--- src/rtl/gaussian_row_smoother_core_assert.svh ---
// assertion macros for the gaussian row smoother
// used by the top level; needs clk and rst_n in scope
`ifndef GAUSSIAN_ROW_SMOOTHER_CORE_ASSERT_SVH
`define GAUSSIAN_ROW_SMOOTHER_CORE_ASSERT_SVH
`ifndef NO_ASSERTIONS
`define GRS_ASSERT(lbl, prop, msg) \
  lbl: assert property (@(posedge clk) disable iff (!rst_n) prop) else $error(msg);
`define GRS_ASSERT_RST(lbl, prop, msg) \
  lbl: assert property (@(posedge clk) prop) else $error(msg);
`else
`define GRS_ASSERT(lbl, prop, msg)
`define GRS_ASSERT_RST(lbl, prop, msg)
`endif
`endif

--- src/rtl/grs_pkg.sv ---
// shared types and constants of the gaussian row smoother
// no dependencies
package grs_pkg;
  localparam int SAMPLE_W       = 32;
  localparam int COEF_W         = 17;
  localparam int NUM_COEF       = 5;
  localparam int POS_W          = 3;
  localparam int DEF_HALF_WIDTH = 4;
  localparam int DEF_MAX_ROW    = 4096;

  typedef enum logic [2:0] {
    CFG_MEAN_MODE = 3'd0,
    CFG_THRESHOLD = 3'd1,
    CFG_COEF_0    = 3'd2,
    CFG_COEF_1    = 3'd3,
    CFG_COEF_2    = 3'd4,
    CFG_COEF_3    = 3'd5,
    CFG_COEF_4    = 3'd6
  } cfg_reg_t;

  typedef enum logic [2:0] {
    BK_IDLE, BK_MAC, BK_ROUND, BK_WRITE, BK_NEXT, BK_DSET, BK_DIV, BK_MWRITE
  } back_state_t;

  typedef struct packed {
    logic             last;
    logic             first;
    logic             mean_mode;
    logic [POS_W-1:0] pos;
  } job_ctl_t;

  typedef struct packed {
    logic [SAMPLE_W-1:0] smoothed;
    logic                last_of_row;
    logic                no_kept;
  } result_t;
endpackage

--- src/rtl/grs_fifo.sv ---
// two-entry queue of register slots
// depends on nothing but its width parameter
module grs_fifo #(
  parameter int WIDTH = 8
) (
  input  logic             clk,
  input  logic             rst_n,
  input  logic             push,
  input  logic [WIDTH-1:0] wdata,
  output logic             full,
  input  logic             pop,
  output logic             empty,
  output logic [WIDTH-1:0] rdata
);
  logic [WIDTH-1:0] slot_r [2];
  logic             wp_r, rp_r;
  logic [1:0]       cnt_r;
  logic             do_push, do_pop;

  assign full    = (cnt_r == 2'd2);
  assign empty   = (cnt_r == 2'd0);
  assign do_push = push && !full;
  assign do_pop  = pop && !empty;
  assign rdata   = slot_r[rp_r];

  always_ff @(posedge clk) begin
    if (!rst_n) begin
      wp_r  <= 1'b0;
      rp_r  <= 1'b0;
      cnt_r <= 2'd0;
    end else begin
      if (do_push) wp_r <= !wp_r;
      if (do_pop) rp_r <= !rp_r;
      cnt_r <= cnt_r + 2'(do_push) - 2'(do_pop);
    end
  end

  always_ff @(posedge clk) begin
    if (do_push) slot_r[wp_r] <= wdata;
  end
endmodule

--- src/rtl/grs_front.sv ---
// front part: row position and thresholded mean accumulation, builds jobs
// depends on grs_pkg
module grs_front import grs_pkg::*; #(
  parameter int HALF_WIDTH = DEF_HALF_WIDTH,
  parameter int MAX_ROW    = DEF_MAX_ROW,
  localparam int CNT_W     = $clog2(MAX_ROW + 1),
  localparam int SUM_W     = SAMPLE_W + CNT_W,
  localparam int JOB_W     = $bits(job_ctl_t) + SAMPLE_W + SUM_W + CNT_W
) (
  input  logic                       clk,
  input  logic                       rst_n,
  input  logic signed [SAMPLE_W-1:0] in_sample,
  input  logic                       in_last_in_row,
  input  logic                       in_push,
  input  logic                       job_full,
  input  logic                       mean_mode,
  input  logic signed [SAMPLE_W-1:0] keep_threshold,
  output logic                       job_push,
  output logic [JOB_W-1:0]           job_data
);
  logic [CNT_W-1:0]        pos_r, pos_nxt;
  logic signed [SUM_W-1:0] sum_r, sum_nxt, sum_new;
  logic [CNT_W-1:0]        cnt_r, cnt_nxt, cnt_new;
  logic                    keep;
  job_ctl_t                ctl;

  assign job_push = in_push && !job_full;

  always_comb begin
    keep    = (pos_r < CNT_W'(MAX_ROW)) && (in_sample <= keep_threshold);
    sum_new = keep ? sum_r + SUM_W'(in_sample) : sum_r;
    cnt_new = keep ? cnt_r + CNT_W'(1) : cnt_r;
    ctl.last      = in_last_in_row;
    ctl.first     = (pos_r == '0);
    ctl.mean_mode = mean_mode;
    ctl.pos       = (pos_r >= CNT_W'(HALF_WIDTH)) ? POS_W'(HALF_WIDTH) : pos_r[POS_W-1:0];
    job_data = {ctl, in_sample, sum_new, cnt_new};
    pos_nxt = pos_r;
    sum_nxt = sum_r;
    cnt_nxt = cnt_r;
    if (job_push) begin
      if (in_last_in_row) begin
        pos_nxt = '0;
        sum_nxt = '0;
        cnt_nxt = '0;
      end else begin
        sum_nxt = sum_new;
        cnt_nxt = cnt_new;
        if (pos_r < CNT_W'(MAX_ROW)) pos_nxt = pos_r + CNT_W'(1);
      end
    end
  end

  always_ff @(posedge clk) begin
    if (!rst_n) begin
      pos_r <= '0;
      sum_r <= '0;
      cnt_r <= '0;
    end else begin
      pos_r <= pos_nxt;
      sum_r <= sum_nxt;
      cnt_r <= cnt_nxt;
    end
  end
endmodule

--- src/rtl/grs_back.sv ---
// back part: tap window, serial kernel multiply-accumulate, mean divider
// depends on grs_pkg
module grs_back import grs_pkg::*; #(
  parameter int HALF_WIDTH = DEF_HALF_WIDTH,
  parameter int MAX_ROW    = DEF_MAX_ROW,
  localparam int CNT_W     = $clog2(MAX_ROW + 1),
  localparam int SUM_W     = SAMPLE_W + CNT_W,
  localparam int JOB_W     = $bits(job_ctl_t) + SAMPLE_W + SUM_W + CNT_W
) (
  input  logic              clk,
  input  logic              rst_n,
  input  logic [JOB_W-1:0]  job_data,
  input  logic              job_empty,
  output logic              job_pop,
  input  logic [COEF_W-1:0] coef [NUM_COEF],
  output result_t           res,
  output logic              res_push,
  input  logic              res_full
);
  localparam int WIN   = 2 * HALF_WIDTH + 1;
  localparam int TAP_W = $clog2(HALF_WIDTH + 2);
  localparam int PROD_W = SAMPLE_W + COEF_W + 2;
  localparam int ACC_W = PROD_W + 4;
  localparam int N_W   = SUM_W + 1;
  localparam int D_W   = CNT_W + 1;
  localparam int REM_W = CNT_W + 2;
  localparam int DC_W  = $clog2(N_W);

  back_state_t               state_r, state_nxt;
  logic signed [SAMPLE_W-1:0] win_r [WIN];
  logic signed [SAMPLE_W-1:0] win_nxt [WIN];
  logic signed [SAMPLE_W-1:0] x_r, x_nxt;
  logic                      last_r, last_nxt, mm_r, mm_nxt;
  logic [POS_W-1:0]          pos_r, pos_nxt, left_r, left_nxt;
  logic signed [SUM_W-1:0]   sum_r, sum_nxt;
  logic [CNT_W-1:0]          cnt_r, cnt_nxt;
  logic [TAP_W-1:0]          tap_r, tap_nxt;
  logic signed [PROD_W-1:0]  prod_r, prod_nxt;
  logic signed [ACC_W-1:0]   acc_r, acc_nxt;
  result_t                   res_r, res_nxt;
  logic [N_W-1:0]            quo_r, quo_nxt;
  logic [REM_W-1:0]          rem_r, rem_nxt;
  logic [D_W-1:0]            den_r, den_nxt;
  logic [DC_W-1:0]           dc_r, dc_nxt;
  logic                      neg_r, neg_nxt;

  job_ctl_t                  j_ctl;
  logic signed [SAMPLE_W-1:0] j_x;
  logic signed [SUM_W-1:0]   j_sum;
  logic [CNT_W-1:0]          j_cnt;
  logic signed [SAMPLE_W:0]  pair [HALF_WIDTH + 1];
  logic [COEF_W-1:0]         tcoef [HALF_WIDTH + 1];
  logic signed [SAMPLE_W:0]  sel_pair;
  logic [COEF_W-1:0]         sel_coef;
  logic signed [ACC_W-1:0]   rnd;
  logic [POS_W-1:0]          pos_inc;
  logic [SUM_W-1:0]          mag;
  logic [REM_W-1:0]          rem_sh;
  logic [SAMPLE_W-1:0]       q32;

  assign {j_ctl, j_x, j_sum, j_cnt} = job_data;
  assign res = res_r;

  for (genvar d = 0; d <= HALF_WIDTH; d++) begin : g_tap
    if (d == 0) begin : g_mid
      assign pair[d] = (SAMPLE_W + 1)'(win_r[HALF_WIDTH]);
    end else begin : g_side
      assign pair[d] = (SAMPLE_W + 1)'(win_r[HALF_WIDTH - d])
                     + (SAMPLE_W + 1)'(win_r[HALF_WIDTH + d]);
    end
    if (d < NUM_COEF) begin : g_coef
      assign tcoef[d] = coef[d];
    end else begin : g_zero
      assign tcoef[d] = '0;
    end
  end

  always_comb begin
    state_nxt = state_r;
    win_nxt  = win_r;
    x_nxt    = x_r;
    last_nxt = last_r;
    mm_nxt   = mm_r;
    pos_nxt  = pos_r;
    left_nxt = left_r;
    sum_nxt  = sum_r;
    cnt_nxt  = cnt_r;
    tap_nxt  = tap_r;
    prod_nxt = prod_r;
    acc_nxt  = acc_r;
    res_nxt  = res_r;
    quo_nxt  = quo_r;
    rem_nxt  = rem_r;
    den_nxt  = den_r;
    dc_nxt   = dc_r;
    neg_nxt  = neg_r;
    job_pop  = 1'b0;
    res_push = 1'b0;
    sel_pair = '0;
    sel_coef = '0;
    for (int d = 0; d <= HALF_WIDTH; d++) begin
      if (tap_r == TAP_W'(d)) begin
        sel_pair = pair[d];
        sel_coef = tcoef[d];
      end
    end
    rnd     = (acc_r + ACC_W'(32768)) >>> 16;
    pos_inc = (pos_r == POS_W'(HALF_WIDTH)) ? pos_r : pos_r + POS_W'(1);
    mag     = (sum_r < 0) ? SUM_W'(-sum_r) : SUM_W'(sum_r);
    rem_sh  = {rem_r[REM_W-2:0], quo_r[N_W-1]};
    q32     = quo_r[SAMPLE_W-1:0];
    unique case (state_r)
      BK_IDLE: begin
        if (!job_empty) begin
          job_pop  = 1'b1;
          x_nxt    = j_x;
          last_nxt = j_ctl.last;
          mm_nxt   = j_ctl.mean_mode;
          pos_nxt  = j_ctl.pos;
          sum_nxt  = j_sum;
          cnt_nxt  = j_cnt;
          left_nxt = j_ctl.last ? POS_W'(HALF_WIDTH) : '0;
          for (int i = 0; i < WIN; i++) begin
            if (j_ctl.first || i == WIN - 1) win_nxt[i] = j_x;
            else win_nxt[i] = win_r[i + 1];
          end
          tap_nxt = '0;
          acc_nxt = '0;
          if (!j_ctl.mean_mode && j_ctl.pos == POS_W'(HALF_WIDTH)) state_nxt = BK_MAC;
          else state_nxt = BK_NEXT;
        end
      end
      BK_MAC: begin
        prod_nxt = PROD_W'(sel_pair) * PROD_W'($signed({1'b0, sel_coef}));
        if (tap_r != '0) acc_nxt = acc_r + ACC_W'(prod_r);
        tap_nxt = tap_r + TAP_W'(1);
        if (tap_r == TAP_W'(HALF_WIDTH + 1)) state_nxt = BK_ROUND;
      end
      BK_ROUND: begin
        if (rnd > ACC_W'(2147483647)) res_nxt.smoothed = 32'h7fffffff;
        else if (rnd < ACC_W'(-64'sd2147483648)) res_nxt.smoothed = 32'h80000000;
        else res_nxt.smoothed = rnd[SAMPLE_W-1:0];
        res_nxt.last_of_row = last_r && (left_r == '0);
        res_nxt.no_kept     = 1'b0;
        state_nxt = BK_WRITE;
      end
      BK_WRITE: begin
        if (!res_full) begin
          res_push  = 1'b1;
          state_nxt = BK_NEXT;
        end
      end
      BK_NEXT: begin
        if (left_r != '0) begin
          for (int i = 0; i < WIN - 1; i++) win_nxt[i] = win_r[i + 1];
          win_nxt[WIN-1] = x_r;
          left_nxt = left_r - POS_W'(1);
          pos_nxt  = pos_inc;
          tap_nxt  = '0;
          acc_nxt  = '0;
          if (!mm_r && pos_inc == POS_W'(HALF_WIDTH)) state_nxt = BK_MAC;
        end else if (last_r && mm_r) begin
          state_nxt = BK_DSET;
        end else begin
          state_nxt = BK_IDLE;
        end
      end
      BK_DSET: begin
        neg_nxt = sum_r < 0;
        quo_nxt = {mag, 1'b0} + N_W'(cnt_r);
        den_nxt = {cnt_r, 1'b0};
        rem_nxt = '0;
        dc_nxt  = '0;
        res_nxt.last_of_row = 1'b1;
        if (cnt_r == '0) begin
          res_nxt.smoothed = '0;
          res_nxt.no_kept  = 1'b1;
          state_nxt = BK_MWRITE;
        end else begin
          res_nxt.no_kept = 1'b0;
          state_nxt = BK_DIV;
        end
      end
      BK_DIV: begin
        if (dc_r == DC_W'(N_W)) begin
          res_nxt.smoothed = neg_r ? -q32 : q32;
          state_nxt = BK_MWRITE;
        end else begin
          if (rem_sh >= REM_W'(den_r)) begin
            rem_nxt = rem_sh - REM_W'(den_r);
            quo_nxt = {quo_r[N_W-2:0], 1'b1};
          end else begin
            rem_nxt = rem_sh;
            quo_nxt = {quo_r[N_W-2:0], 1'b0};
          end
          dc_nxt = dc_r + DC_W'(1);
        end
      end
      BK_MWRITE: begin
        if (!res_full) begin
          res_push  = 1'b1;
          state_nxt = BK_IDLE;
        end
      end
      default: state_nxt = BK_IDLE;
    endcase
  end

  always_ff @(posedge clk) begin
    if (!rst_n) begin
      state_r <= BK_IDLE;
      for (int i = 0; i < WIN; i++) win_r[i] <= '0;
    end else begin
      state_r <= state_nxt;
      win_r   <= win_nxt;
    end
  end

  always_ff @(posedge clk) begin
    x_r    <= x_nxt;
    last_r <= last_nxt;
    mm_r   <= mm_nxt;
    pos_r  <= pos_nxt;
    left_r <= left_nxt;
    sum_r  <= sum_nxt;
    cnt_r  <= cnt_nxt;
    tap_r  <= tap_nxt;
    prod_r <= prod_nxt;
    acc_r  <= acc_nxt;
    res_r  <= res_nxt;
    quo_r  <= quo_nxt;
    rem_r  <= rem_nxt;
    den_r  <= den_nxt;
    dc_r   <= dc_nxt;
    neg_r  <= neg_nxt;
  end
endmodule

--- src/rtl/gaussian_row_smoother_core.sv ---
// channel   | handshake         | payload
// in_       | in_push / in_full | in_sample, in_last_in_row
// out_      | out_pop/out_empty | out_smoothed, out_last_of_row, out_no_kept_samples
// cfg_      | cfg_we            | cfg_index, cfg_data
// a sample with one filtered result is worked out by the single shared
// multiply-accumulate unit walking the symmetric tap pairs
// a row end adds HALF_WIDTH more such passes in filter mode, or a one-bit-a-cycle
// mean division in mean mode
// synchronous active-low reset; two-entry queues on both sides decouple stalls
// top level of the gaussian row smoother; depends on grs_pkg, grs_fifo,
// grs_front, grs_back and gaussian_row_smoother_core_assert.svh
`include "gaussian_row_smoother_core_assert.svh"
module gaussian_row_smoother_core import grs_pkg::*; #(
  parameter int HALF_WIDTH = DEF_HALF_WIDTH,
  parameter int MAX_ROW    = DEF_MAX_ROW
) (
  input  logic                       clk,
  input  logic                       rst_n,
  input  logic signed [SAMPLE_W-1:0] in_sample,
  input  logic                       in_last_in_row,
  input  logic                       in_push,
  output logic                       in_full,
  output logic signed [SAMPLE_W-1:0] out_smoothed,
  output logic                       out_last_of_row,
  output logic                       out_no_kept_samples,
  output logic                       out_empty,
  input  logic                       out_pop,
  input  logic                       cfg_we,
  input  logic [2:0]                 cfg_index,
  input  logic [SAMPLE_W-1:0]        cfg_data
);
  localparam int CNT_W = $clog2(MAX_ROW + 1);
  localparam int SUM_W = SAMPLE_W + CNT_W;
  localparam int JOB_W = $bits(job_ctl_t) + SAMPLE_W + SUM_W + CNT_W;

  logic                       mean_mode_r;
  logic signed [SAMPLE_W-1:0] thr_r;
  logic [COEF_W-1:0]          coef_r [NUM_COEF];
  logic                       job_push, job_full, job_pop, job_empty;
  logic [JOB_W-1:0]           job_wdata, job_rdata;
  result_t                    res_w, res_r;
  logic                       res_push, res_full;

  always_ff @(posedge clk) begin
    if (!rst_n) begin
      mean_mode_r <= 1'b0;
      thr_r       <= 32'sh7fffffff;
      coef_r[0]   <= COEF_W'(65536);
      for (int i = 1; i < NUM_COEF; i++) coef_r[i] <= '0;
    end else if (cfg_we) begin
      unique case (cfg_index)
        CFG_MEAN_MODE: mean_mode_r <= cfg_data[0];
        CFG_THRESHOLD: thr_r <= cfg_data;
        CFG_COEF_0:    coef_r[0] <= cfg_data[COEF_W-1:0];
        CFG_COEF_1:    coef_r[1] <= cfg_data[COEF_W-1:0];
        CFG_COEF_2:    coef_r[2] <= cfg_data[COEF_W-1:0];
        CFG_COEF_3:    coef_r[3] <= cfg_data[COEF_W-1:0];
        CFG_COEF_4:    coef_r[4] <= cfg_data[COEF_W-1:0];
        default: ;
      endcase
    end
  end

  assign in_full = job_full;

  grs_front #(.HALF_WIDTH(HALF_WIDTH), .MAX_ROW(MAX_ROW)) u_front (
    .clk, .rst_n, .in_sample, .in_last_in_row, .in_push,
    .job_full, .mean_mode(mean_mode_r), .keep_threshold(thr_r),
    .job_push, .job_data(job_wdata)
  );

  grs_fifo #(.WIDTH(JOB_W)) u_job_q (
    .clk, .rst_n, .push(job_push), .wdata(job_wdata), .full(job_full),
    .pop(job_pop), .empty(job_empty), .rdata(job_rdata)
  );

  grs_back #(.HALF_WIDTH(HALF_WIDTH), .MAX_ROW(MAX_ROW)) u_back (
    .clk, .rst_n, .job_data(job_rdata), .job_empty, .job_pop,
    .coef(coef_r), .res(res_w), .res_push, .res_full
  );

  grs_fifo #(.WIDTH($bits(result_t))) u_res_q (
    .clk, .rst_n, .push(res_push), .wdata(res_w), .full(res_full),
    .pop(out_pop), .empty(out_empty), .rdata(res_r)
  );

  assign out_smoothed        = res_r.smoothed;
  assign out_last_of_row     = res_r.last_of_row;
  assign out_no_kept_samples = res_r.no_kept;

  `GRS_ASSERT_RST(a_empty_after_rst, $past(!rst_n) |-> out_empty, "result queue not empty after reset")
  `GRS_ASSERT(a_job_queued, (in_push && !in_full) |=> !job_empty, "accepted transaction not queued")
  `GRS_ASSERT(a_empty_mean_last, (!out_empty && out_no_kept_samples) |-> out_last_of_row, "empty mean not at row end")
endmodule

--- config.mk ---
export PLATFORM = sky130hd
export DESIGN_NAME = gaussian_row_smoother_core
export DESIGN_NICKNAME = d
export VERILOG_FILES = /design/src/rtl/grs_pkg.sv /design/src/rtl/grs_fifo.sv /design/src/rtl/grs_front.sv /design/src/rtl/grs_back.sv /design/src/rtl/gaussian_row_smoother_core.sv
export VERILOG_INCLUDE_DIRS = /design/src /design/src/rtl
export SDC_FILE = /design/constraint.sdc
export NUM_CORES = 2
export LEC_CHECK = 0
export ABC_AREA = 0
export BUFFER_PORTS_ARGS = -buffer_cell sky130_fd_sc_hd__buf_2
export CAP_MARGIN = 20
export CORE_ASPECT_RATIO = 1.5
export CORE_UTILIZATION = 45
export DETAILED_ROUTE_END_ITERATION = 12
export PLACE_DENSITY = 0.64
export SLEW_MARGIN = 20
export SYNTH_ARGS = -nofsm -noshare
export SYNTH_HDL_FRONTEND = slang
export SYNTH_SLANG_ARGS = --single-unit
--- constraint.sdc ---
create_clock -name clk -period 9.13 [get_ports clk]
set_input_delay 1.826 -clock clk [delete_from_list [all_inputs] [get_ports clk]]
set_output_delay 1.826 -clock clk [all_outputs]
set_load 0.05 [all_outputs]
Word level (Yosys, flattened, before mapping):

Memories as Yosys holds them, arrays and structs flattened. A register that Yosys moved wholly into a read port is not among the register bits.
Cells that the tools add are included.

* register bits: 809
* bits in writable memories: 260
* bits of input ports: 73
* output and inout bits: 36
* word-level logic and storage cells: 245
* memories: 2

* add/sub/neg operators: 21
* multipliers: 1
* magnitude comparators: 7
* equality and inequality tests: 34
* mux-type cells: 83
* bitwise gates (word level): 1
* reductions and logical operators: 52

Memories
* u_job_q.slot_r: depth 2, bits a word 96, read ports 1, clocked after Yosys merged registers in 1, wr ports 1, line grs_fifo.sv:15 `logic [WIDTH-1:0] slot_r [2];`
* u_res_q.slot_r: depth 2, bits a word 34, read ports 1, clocked after Yosys merged registers in 1, wr ports 1, line grs_fifo.sv:15

Operator list (number)
* $mux W288: 2
* $pmux W288 S2: 1
* $mux W32: 13
* $mux W33: 5
* $mux W55: 3
* $pmux W55 S3: 1
* $mux W45: 3
* $add A32 B32 Y33: 4
* $pmux W32 S3: 1
* $pmux W46 S2: 1
* $mux W17: 5
* $add A55 B17 Y55 const B: 1
* $add A55 B51 Y55: 1
* $mux W3: 18
* $mux W13: 4
* $mul A33 B18 Y51: 1
* $add A46 B13 Y46: 1
* $mux W46: 1
* $add A45 B32 Y45: 1
* $lt A45 B1 Y1 const B: 1
* $neg A45 Y45: 1
* $gt A39 B32 Y1 const B: 1
* $lt A39 B32 Y1 const B: 1
* $eq A3 B3 Y1 const B: 12
* other kinds (41): 116

Depth between registers and ports, before layout:

* depth after elaboration: 7
* gate-level depth with buffers: 37
* depth with buffers taken out: 36

Modules after synthesis:

A second synthesis with hierarchy kept.

* cells, all modules: 8389
* area, all modules: 78940.7 um2

Modules (own cells, without submodules)
* grs_back: instances 1, cells each 6573, area each 56879.6 um2, sequential area each 15464.8 um2
* grs_fifo at u_job_q: instances 1, cells each 326, area each 7362.1 um2, sequential area each 5865.6 um2
* grs_front: instances 1, cells each 915, area each 7226.9 um2, sequential area each 1421.4 um2
* gaussian_row_smoother_core: instances 1, cells each 442, area each 4629.4 um2, sequential area each 2362.3 um2
* grs_fifo at u_res_q: instances 1, cells each 133, area each 2842.7 um2, sequential area each 2142.1 um2

Least setup slack after synthesis:

No wires, ideal clock.

* kind: flip-flop to flip-flop
* from: register u_back.win_r[64] in the netlist's numbering
* to: register u_back.prod_r[47], data pin
* setup time: 0.259 ns
* arrival time: 8.638 ns
* required time: 8.871 ns
* path slack: 0.233 ns
* cell stages (with the launch flop): 34
* buffers on the path: 1
* clock period less this slack: 8.897 ns
* cell sequence: dfxtp_1 ha_1 inv_1 fa_1 nor2b_1 o31a_1 o221ai_1 a211oi_1 a2111oi_0 o31ai_1 a21oi_1 o31ai_1 clkbuf_1 nor2_1 fa_1 inv_1 fa_1 inv_1 fa_1 fa_1 fa_1 inv_1 fa_1 inv_1 ha_1 a21o_1 a21o_1 a21o_1 a31o_2 a21o_1 a21oi_1 o21ai_0 a31oi_1 xnor2_1

* word-level cells in the longest chain between the ends: 5

RTL lines
* start: declaration: line grs_back.sv:30 `logic signed [SAMPLE_W-1:0] win_r [WIN];`
* start signal: assignment: line grs_back.sv:215 `win_r <= win_nxt;`
* $add A32 B32 Y33: line grs_back.sv:69 `+ (SAMPLE_W + 1)'(win_r[HALF_WIDTH + d]);`
* $mux W33 (3 in a row): line grs_back.sv:102 `if (tap_r == TAP_W'(d)) begin`
* $mul A33 B18 Y51: line grs_back.sv:134 `prod_nxt = PROD_W'(sel_pair) * PROD_W'($signed({1'b0, sel_coef}));`
* end signal: assignment: line grs_back.sv:228 `prod_r <= prod_nxt;`
* end: declaration: line grs_back.sv:38 `logic signed [PROD_W-1:0] prod_r, prod_nxt;`

No other way between the ends.
A chain may end at the register's enable or synchronous reset.

Worst setup path in the final report:

* from: register u_back.win_r[160] in the netlist's numbering
* to: register u_back.prod_r[49], data pin

* word-level cells in the longest chain between the ends: 6

RTL lines (line)
* $add A32 B32 Y33: grs_back.sv:69
* $mux W33 (4 in a row): grs_back.sv:102
* $mul A33 B18 Y51: grs_back.sv:134

No other way between the ends.

==> summary.md <==
| Metric | Value |
|---|---|
| Setup crit end kind | `register` |
| DRC Markers | `0` |
| Reg2Reg Depth | `38` |
| Number of enable flip-flop cells after synthesis | `581` |
| CP Buf/Inv Count | `10` |
| Avg Inst Size Synth | `9.24 um^2` |
| Multiplexer area fraction after synthesis | `2.50%` |
| Die Width | `around 340 um` |
| CP dominant cell by count | `fa_1` |
| Critical Path RT | `9690 ps` |
| CP startpoint kind | `register` |
| Layout Nets | `around 10000` |
| FILL cells | `15900` |
| Commonest non-fill, non-tap cells in the layout | `nand2_1 (1210), inv_1 (827), a21oi_1 (669)` |
| Tot GR Track Use | `roughly 28%` |
| H-tree lvl count | `3` |
| Final WL | `253 mm` |
| Sequential share of the synthesized area | `34.5%` |
| Hold path cells | `0` |
| Final setup vio count | `0` |
| Initial DRC count | `4799` |
| Gate Count Post-Synth | `8538` |
| Die area | `0.177 mm^2` |
| Post-Place Worst Slack | `-534 ps` |
| Clock Skew | `59.1 ps` |
| Clk pin slew, worst setup/hold paths | `60 ps` |
| P&R area growth vs syn | `15.2%` |
| Vias in the first global route | `65300` |
| Row count | `around 190` |
| Cell Area, Synth | `0.0789 mm^2` |
| Top delay family on crit path | `adder cells` |
| Synthesized Nets | `9579` |
| Max incr delay on CP | `540 ps` |
| First-pass iteration count of the detailed router | `7` |
| First-pass GRT wire length | `384 mm` |
| Clk buf depth | `3` |
| Crit-path max FO | `6` |
| RSZ-0062 raised after global routing | `yes` |
| Synth Area in Adders | `20.5%` |
| Main flop type after synthesis | `edfxtp_1` |
| Count of input and output buffers | `108` |
| Post-Place Cells | `11100` |
| Max_slew headroom | `around 7.7%` |
| Fin. Hold Viols | `0` |
| Number of synthesized register bits | `1071` |
| Min cycle time layout | `8930 ps` |
| Worst EP arrival | `9480 ps` |
| Library cells used by synthesis | `between 90 and 100` |
| FFs w/ async S/R, synth | `0%` |
| Layout cells sized above 1 | `14.5%` |
| Skew-Pair Late Insertion Delay | `780 ps` |
| CTS tree | `done` |
| Core area | `~0.17 mm^2` |
| Max Cap Viol | `0` |
| Synth Area in Simple Gates | `about 14%` |
| Pin count of the biggest net entering global routing | `213` |
| Die height | `515 um` |
| Worst-margin pin slew | `1380 ps` |
| Post-Synth XOR/XNOR Area | `under 10%` |
| Total congestion overflow | `0` |
| Initial antenna violation count | `10` |
| Post-Layout Cell Count | `11300` |
| Routed len/inst | `22.3 um` |
| Fin. max-slew vios | `0` |
| Routed Antenna Nets | `0` |
| F_max | `0.112 GHz` |
| Vias | `65100` |
| Clock tree sinks | `1071` |
| Critical path depth | `38` |
| Crit path setup slack, layout | `202 ps` |
| IO Pins | `109` |
| Cts-stage hold buffer count | `0` |
| DP HPWL | `196 mm` |
| Largest family of logic cells by synthesized area | `adder cells` |
| Starting density of the core | `45.5%` |
| Clock buffer count from CTS | `109` |
| Final Cycle Share | `97.8%` |
| Compound-gate portion of the synthesized area | `17.7%` |
| Run status | `complete, no violations` |
| Hold Path Class | `register to register` |
| Commonest non-fill, non-tap cell in the layout | `nand2_1` |
| WS Path Type | `register to register` |
| Vias per cell | `around 5.7` |
| GPL Wtd Cong | `slightly below 1` |
| Critical-path top delay cell | `fa_1` |
| CTS root buf | `clkbuf_16` |
| Syn. warnings | `0` |
[metrics by stage]
stage                     TNS (ps)  util (%)  hold WS (ps)  area, um^2
final                            0      52.4           444       90900
after global routing          -324      52.4           451       90900
after CTS                        0      51.9           447       90000
after detailed placement     -5150      49.5           433       86000
after global placement       -3780      49.5           423       85900
after floorplan                  0         -           421       78900
[synthesized netlist by cell type, types with 55 or more instances]
| cell type | number | area share, % |
|---|---|---|
| ha_1 | 424 | 6.7 |
| a21boi_0 | 86 | 0.82 |
| o21ai_0 | 274 | 1.7 |
| a211oi_1 | 55 | 0.52 |
| nand4_1 | 65 | 0.52 |
| and3_1 | 69 | 0.55 |
| a21oi_1 | 696 | 4.4 |
| mux2_2 | 123 | 1.8 |
| nor3_1 | 95 | 0.60 |
| xor2_1 | 150 | 1.7 |
| nand3_1 | 130 | 0.82 |
| xnor2_1 | 228 | 2.5 |
| nor2_1 | 479 | 2.3 |
| and2_1 | 119 | 0.94 |
| dfxtp_1 | 490 | 12 |
| edfxtp_1 | 581 | 22 |
| mux2i_1 | 59 | 0.75 |
| fa_1 | 544 | 14 |
| o21a_1 | 65 | 0.62 |
| o211ai_1 | 362 | 3.4 |
| nor2b_1 | 94 | 0.75 |
| nand2b_1 | 66 | 0.52 |
| clkbuf_1 | 403 | 1.9 |
| a21o_1 | 155 | 1.5 |
| inv_1 | 831 | 4.0 |
| nand2_1 | 1216 | 5.8 |
[final timing paths]
kind	startpoint	to	slack [ps]
worst max-delay path	u_back.win_r[160]	u_back.prod_r[49]	200
worst min-delay path	u_back.res[6]	u_res_q.slot_r[1][6]	440
worst max register to register	u_back.win_r[160]	u_back.prod_r[49]	200
worst min register to register	u_back.res[6]	u_res_q.slot_r[1][6]	440
[registers in the layout (all words and copies together) (netlist names), 6 cells and up, named ones only]
name and cells:
u_back.cnt_r 13, u_back.res 34, u_back.den_r 13, u_res_q.slot_r 68, coef_r 85, u_back.rem_r 14, u_back.sum_r 45, u_back.quo_r 46
u_back.win_r 256, thr_r 32, u_front.cnt_r 13, u_back.prod_r 51, u_job_q.slot_r 192, u_front.pos_r 13, u_back.x_r 32, u_back.pair 32
u_front.sum_r 45, u_back.dc_r 6, u_back.acc_r 55
[repair_timing]
action | in CTS | in global routing
pin swaps | 13 | 92
endpoints found under the setup margin | 16 | 17
gates cloned | 0 | 1
setup buffers | 8 | 23
resized for setup | 45 | 155
[kinds of logic (layout without fill, tap and decap cells)]
group / Yosys count / count (layout)
xor+xnor: 379 / 379
flops: 1071 / 1071
simple gates: 2507 / 2507
mux: 182 / 182
compound gates: 2149 / 2149
fa+ha+maj: 968 / 968
other cells: 0 / 7
buf+inv: 1282 / 1808
[worst register-to-register path: cells and delay by family (launching register included)]
kind                     cells  cell delay, ps
AO/OA/AOI/OAI               13            2600
AND/OR/NAND/NOR              6             860
flip-flops                   1             330
buffers and inverters       10            1090
adder cells (fa/ha/maj)      9            3830
[area by class of cell]
class | instances | area [um^2] | area share, %
Clock inverter | 69 | 833 | 0.916
Tap cell | 2268 | 2840 | 3.12
Timing Repair Buffer | 769 | 6040 | 6.64
Inverter | 835 | 3150 | 3.46
Antenna cell | 7 | 17.5 | 0.0193
Multi-Input combinational cell | 6185 | 47800 | 52.6
Sequential cell | 1071 | 27300 | 30.0
Clock buffer | 135 | 2970 | 3.26
[routing by layer]
metal,share of wire [%],vias up,global-route usage (%),routed length [um]
li1,-,30500,-,-
met3,4.6,608,2.91,11700
met1,39,32100,33.3,98200
met5,0.0051,-,0,13
met4,6.8,2,17.1,17200
met2,50,1920,49.2,126000
Power is not shown: default switching activity piles up to over one toggle a cycle in this logic, so the estimate is an artifact.
